## config.mk

```make
export PLATFORM = sky130hd
export DESIGN_NAME = ppnd_ctrl
export DESIGN_NICKNAME = d
export VERILOG_FILES = /design/src/hdl/ppnd_pkg.sv /design/src/hdl/ppnd_ctrl.sv
export SDC_FILE = /design/constraint.sdc
export NUM_CORES = 1
export LEC_CHECK = 0
export ABC_AREA = 1
export BUFFER_PORTS_ARGS = -buffer_cell sky130_fd_sc_hd__buf_2
export CAP_MARGIN = 20
export CORE_AREA = 2 2 39 41
export DETAILED_ROUTE_END_ITERATION = 10
export DIE_AREA = 0 0 41 43
export PLACE_DENSITY = 0.54
export SLEW_MARGIN = 20
export SYNTH_ARGS = -nofsm -noshare
export SYNTH_HDL_FRONTEND = slang
export SYNTH_SLANG_ARGS = --single-unit
```

## constraint.sdc

```tcl
create_clock -name i_clk -period 2.4 [get_ports i_clk]
set_input_delay 0.48 -clock i_clk [delete_from_list [all_inputs] [get_ports i_clk]]
set_output_delay 0.48 -clock i_clk [all_outputs]
set_load 0.05 [all_outputs]
```

## src/hdl/ppnd_pkg.sv

```systemverilog
// shared types, constants and helpers for the palette thumbnail downscaler
// no dependencies; used by every module of the block
`default_nettype none

package ppnd_pkg;

    // field and counter widths
    localparam int DIM_W     = 13;
    localparam int OUT_W     = 12;
    localparam int IDX_W     = 8;
    localparam int COLOR_W   = 8;
    localparam int RGB_W     = 3 * COLOR_W;
    localparam int ERR_W     = DIM_W + 1;
    localparam int CFG_IDX_W = 2;
    localparam int STEP_W    = $clog2(DIM_W);

    // largest dimension honoured, anything above is clamped
    localparam int MAX_DIM  = 4096;
    localparam int DIM_CEIL = (1 << DIM_W) - 1;
    localparam logic [DIM_W-1:0] DIM_LIMIT =
        DIM_W'((MAX_DIM > DIM_CEIL) ? DIM_CEIL : MAX_DIM);

    // configuration register indexes
    localparam logic [CFG_IDX_W-1:0] CFG_SRC_WIDTH   = 2'd0;
    localparam logic [CFG_IDX_W-1:0] CFG_SRC_HEIGHT  = 2'd1;
    localparam logic [CFG_IDX_W-1:0] CFG_TARGET_SIZE = 2'd2;

    // request function codes
    localparam logic FUNC_PAL_WRITE = 1'b0;
    localparam logic FUNC_PIXEL     = 1'b1;

    typedef struct packed {
        logic               func;
        logic [IDX_W-1:0]   color_index;
        logic [COLOR_W-1:0] entry_red;
        logic [COLOR_W-1:0] entry_green;
        logic [COLOR_W-1:0] entry_blue;
    } t_in_item;

    typedef struct packed {
        logic [OUT_W-1:0]   out_col;
        logic [OUT_W-1:0]   out_row;
        logic [COLOR_W-1:0] red;
        logic [COLOR_W-1:0] green;
        logic [COLOR_W-1:0] blue;
        logic               last_pixel;
    } t_out_item;

    typedef enum logic [1:0] {
        DIV_SCALE,
        DIV_WIDTH,
        DIV_HEIGHT
    } t_div_sel;

    typedef enum logic [2:0] {
        S_RUN,
        S_SC_LOAD,
        S_SC_RUN,
        S_W_LOAD,
        S_W_RUN,
        S_H_LOAD,
        S_H_RUN,
        S_FIRST
    } t_state;

    // controller to datapath
    typedef struct packed {
        logic     capture;
        logic     pal_wr;
        logic     proc;
        logic     use_held;
        logic     frame_init;
        logic     div_start;
        t_div_sel div_sel;
    } t_ctrl_cmd;

    // datapath to controller
    typedef struct packed {
        logic at_start;
        logic out_free;
        logic div_done;
    } t_ctrl_stat;

    // zero reads as one, oversize reads as the limit
    function automatic logic [DIM_W-1:0] f_clamp_dim(input logic [DIM_W-1:0] v);
        logic [DIM_W-1:0] r;
        if (v == '0) begin
            r = DIM_W'(1);
        end else if (v > DIM_LIMIT) begin
            r = DIM_LIMIT;
        end else begin
            r = v;
        end
        return r;
    endfunction

endpackage

`default_nettype wire

```

## src/hdl/ppnd_ctrl.sv

```systemverilog
// controller: request acceptance and frame-start division sequence
// depends on ppnd_pkg for the state, command and status types
`default_nettype none

module ppnd_ctrl (
    input  wire logic                 i_clk,
    input  wire logic                 i_rst_n,
    input  wire logic                 i_in_valid,
    input  wire logic                 i_in_func,
    input  wire ppnd_pkg::t_ctrl_stat i_stat,
    output logic                      o_in_ready,
    output ppnd_pkg::t_ctrl_cmd       o_cmd
);

    ppnd_pkg::t_state r_state;
    ppnd_pkg::t_state n_state;

    logic accept;
    logic is_pixel;

    assign is_pixel = (i_in_func == ppnd_pkg::FUNC_PIXEL);
    assign accept   = (r_state == ppnd_pkg::S_RUN) && i_in_valid && i_stat.out_free;

    always_ff @(posedge i_clk) begin
        if (!i_rst_n) begin
            r_state <= ppnd_pkg::S_RUN;
        end else begin
            r_state <= n_state;
        end
    end

    always_comb begin
        n_state = r_state;
        unique case (r_state)
            ppnd_pkg::S_RUN: begin
                if (accept && is_pixel && i_stat.at_start) n_state = ppnd_pkg::S_SC_LOAD;
            end
            ppnd_pkg::S_SC_LOAD: n_state = ppnd_pkg::S_SC_RUN;
            ppnd_pkg::S_SC_RUN: begin
                if (i_stat.div_done) n_state = ppnd_pkg::S_W_LOAD;
            end
            ppnd_pkg::S_W_LOAD: n_state = ppnd_pkg::S_W_RUN;
            ppnd_pkg::S_W_RUN: begin
                if (i_stat.div_done) n_state = ppnd_pkg::S_H_LOAD;
            end
            ppnd_pkg::S_H_LOAD: n_state = ppnd_pkg::S_H_RUN;
            ppnd_pkg::S_H_RUN: begin
                if (i_stat.div_done) n_state = ppnd_pkg::S_FIRST;
            end
            ppnd_pkg::S_FIRST: begin
                if (i_stat.out_free) n_state = ppnd_pkg::S_RUN;
            end
            default: n_state = ppnd_pkg::S_RUN;
        endcase
    end

    always_comb begin
        o_in_ready       = 1'b0;
        o_cmd.capture    = 1'b0;
        o_cmd.pal_wr     = 1'b0;
        o_cmd.proc       = 1'b0;
        o_cmd.use_held   = 1'b0;
        o_cmd.frame_init = 1'b0;
        o_cmd.div_start  = 1'b0;
        o_cmd.div_sel    = ppnd_pkg::DIV_SCALE;
        unique case (r_state)
            ppnd_pkg::S_RUN: begin
                o_in_ready    = i_stat.out_free;
                o_cmd.capture = accept;
                o_cmd.pal_wr  = accept && !is_pixel;
                o_cmd.proc    = accept && is_pixel && !i_stat.at_start;
            end
            ppnd_pkg::S_SC_LOAD: begin
                o_cmd.frame_init = 1'b1;
                o_cmd.div_start  = 1'b1;
                o_cmd.div_sel    = ppnd_pkg::DIV_SCALE;
            end
            ppnd_pkg::S_SC_RUN: o_cmd.div_sel = ppnd_pkg::DIV_SCALE;
            ppnd_pkg::S_W_LOAD: begin
                o_cmd.div_start = 1'b1;
                o_cmd.div_sel   = ppnd_pkg::DIV_WIDTH;
            end
            ppnd_pkg::S_W_RUN: o_cmd.div_sel = ppnd_pkg::DIV_WIDTH;
            ppnd_pkg::S_H_LOAD: begin
                o_cmd.div_start = 1'b1;
                o_cmd.div_sel   = ppnd_pkg::DIV_HEIGHT;
            end
            ppnd_pkg::S_H_RUN: o_cmd.div_sel = ppnd_pkg::DIV_HEIGHT;
            ppnd_pkg::S_FIRST: begin
                o_cmd.proc     = i_stat.out_free;
                o_cmd.use_held = 1'b1;
            end
            default: ;
        endcase
    end

`ifndef ASSERT_OFF
    a_frame_start_from_run: assert property (@(posedge i_clk) disable iff (!i_rst_n)
        (r_state == ppnd_pkg::S_SC_LOAD) |-> ($past(r_state) == ppnd_pkg::S_RUN))
        else $error("frame start entered outside normal running");

    a_proc_needs_room: assert property (@(posedge i_clk) disable iff (!i_rst_n)
        o_cmd.proc |-> i_stat.out_free)
        else $error("pixel processed while output register is full");
`endif

endmodule

`default_nettype wire

```

==> results.cfg <==
[sta]
drv_slew = 0
setup_tns_ns = 0
finalSetupViolCount = 0
finalClockSkew_ns = 0.00495
hold_viol = 0
slew_headroom_pct = 77.2
fmaxAchievable_ghz = 0.494
rsz0062_at_grt = no
timing.hold.ws_ns = 0.501
worstMarginPinSlew_ns = 0.339
finalWorstSetupSlack_ns = 0.375
min_period_ns = 2.02
finalCritPeriodShare_pct = 84.4

[cells_and_area]
final_common_cell = buf_2
multi_input_comb_area_sq_um = 215
nets = 78
final_cell_mix = 15 x buf_2, 10 x nor2_1, 8 x nand2_1
fill_cells = 165
final_core_util_pct = 32.0
diodes = 0
largest_register_ffs = 3
syn_to_final_growth_pct = 37.7
top_register = r_state
drive_gt1_share_pct = 47.1
regArea_sq_um = 60.1
largestRegisters = r_state (3)
fin_cells = 86

[critical_path]
r2r_slack_ns = 1.22
slowest_delay_ns = 0.36
cp.arrival_ns = 1.54
crit_path_max_fanout = 6
end_kind = primary output
cp_slowest_cell = dfxtp_1
cp_data_required_time_ns = 1.92
start_kind = flip-flop
path_cells = nor2_2 -> nand2_4 -> nor3_4 -> inv_2 -> o31ai_2 -> buf_2
critPathKind = reg2out

[place]
portBuffers = 15
globalplace.congestion = 0.741
dp_cells = 82
post-place-ws_ns = 0.563
dp_hpwl_um = 604

[power]
power.leakage_nw = 0.245
internal-power_mw = 0.238
seq_power_share_pct = 16.5
p_sw_mw = 0.340
power_density_nw_per_um2 = 1310
ir_drop_uv = 339
swShare_pct = 58.8
combPwrFrac_pct = 68.3
p_clk_share_pct = 15.2

[global_route]
grt_overflow_total = 0
grt_pass1_vias = 300
track_usage_pct = 10.0
grt_max_degree = 7
grt_pass1_wl_um = 1220
antenna_found_initial = 0

[run_status]
status = complete, no violations

[die]
core_area_sq_um = 1380
die_h_um = 43
die_area_sq_um = 1760
die_x_um = 41
num_rows = 14
num_io_pins = 16
start_util_pct = 23.2

[synthesis]
synth_cell_types = 18
synth-seq-area-share_pct = 18.7
synth.ff_latch_count = 3
synthCells = 51
yosys.area.top_type = dfxtp_1
synth_fp_nets = 58
syn_area_sq_um = 322
ys_warn_count = 0
synth.area.top_cells = dfxtp_1 19%, nor2_1 12%, nand2_1 9.3%
synth_top_area_share_pct = 18.7
syn_avg_cell_area_sq_um = 6.31

[clocking]
clk_path_buf_depth = 2
cts_buffers = 3
root_buffer = clkbuf_4
clkSlewWorstSetupHoldPaths_ns = 0.03
post-cts-setup-buffer-count = 0
clock_latency_ns = 0.23
cts-resized-gates = 0
cts_sinks = 3
htreeDepth = 1
ctsHoldBuffers = 0
cts_tree = yes

[detailed_routing]
num_vias = 366
drtAntennaViolNets = 0
route.detailed.drc = 0
drtPass1Iterations = 4
wirelength_um = 719
via_per_inst = 4.26
drtIter0Drc = 10
wl_per_cell_um = 8.36

[worst_hold_path]
hold_path_class = in2reg

[run]
drv_cap = 0
## routing by layer
layer	share of wire, %	routed length, um	up-vias	global-route usage, %
met4	0	0	0	4.00
met1	42	304	157	14.1
li1	-	-	195	-
met2	49	354	14	13.8
met5	0	0	-	0
met3	8.5	61	0	3.14
## critical path, delay by kind of cell (launching register included)
kind | cells | cell delay, ns
buffers and inverters | 2 | 0.35
AO/OA/AOI/OAI | 1 | 0.16
flip-flops | 1 | 0.36
AND/OR/NAND/NOR | 3 | 0.44
## power groups by stage
stage               clock, mW  combinational (mW)  sequential (mW)
floorplan                   0               0.331           0.0902
global placement            0               0.396           0.0960
detailed placement          0               0.395           0.0955
CTS                    0.0916               0.396           0.0946
global route           0.0964               0.440           0.0982
finish                 0.0881               0.395           0.0953
## stage by stage
step	instance area [sq um]	total power, mW
after floorplan	322	0.421
after global placement	417	0.492
after detailed placement	417	0.491
after CTS	443	0.582
after global routing	443	0.635
final	443	0.579
## cell type report
type                            instances  share of cell area, %
Multi-Input combinational cell         37                   48.6
Timing Repair Buffer                   15                   16.9
Sequential cell                         3                   13.6
Inverter                               11                   10.5
Clock buffer                            4                   5.93
Tap cell                               16                   4.52
## cells by family (layout without fill, tap and decap cells)
| logic type | Yosys count | after routing | synth area share, % |
|---|---|---|---|
| compound gates | 6 | 6 | 12.8 |
| flops | 3 | 3 | 18.7 |
| simple gates | 31 | 31 | 54.1 |
| buf+inv | 11 | 30 | 14.4 |
## path summary, 6_finish.rpt
path | startpoint | end | depth (start not counted)
hold reg to reg | r_state[1] | r_state[1] | 2
hold / removal | i_rst_n | r_state[1] | 3
setup reg to reg | r_state[0] | r_state[1] | 6
setup / recovery | r_state[0] | o_cmd[5] | 6
## synth_stat cells (all sizes together)
| master | number |
|---|---|
| o31ai | 2 |
| nand3 | 4 |
| nor3 | 1 |
| a21oi | 2 |
| a31oi | 1 |
| inv | 11 |
| nor2 | 14 |
| nand2 | 12 |
| o21ai | 1 |
| dfxtp | 3 |
Power figures use the tool's default switching activity.
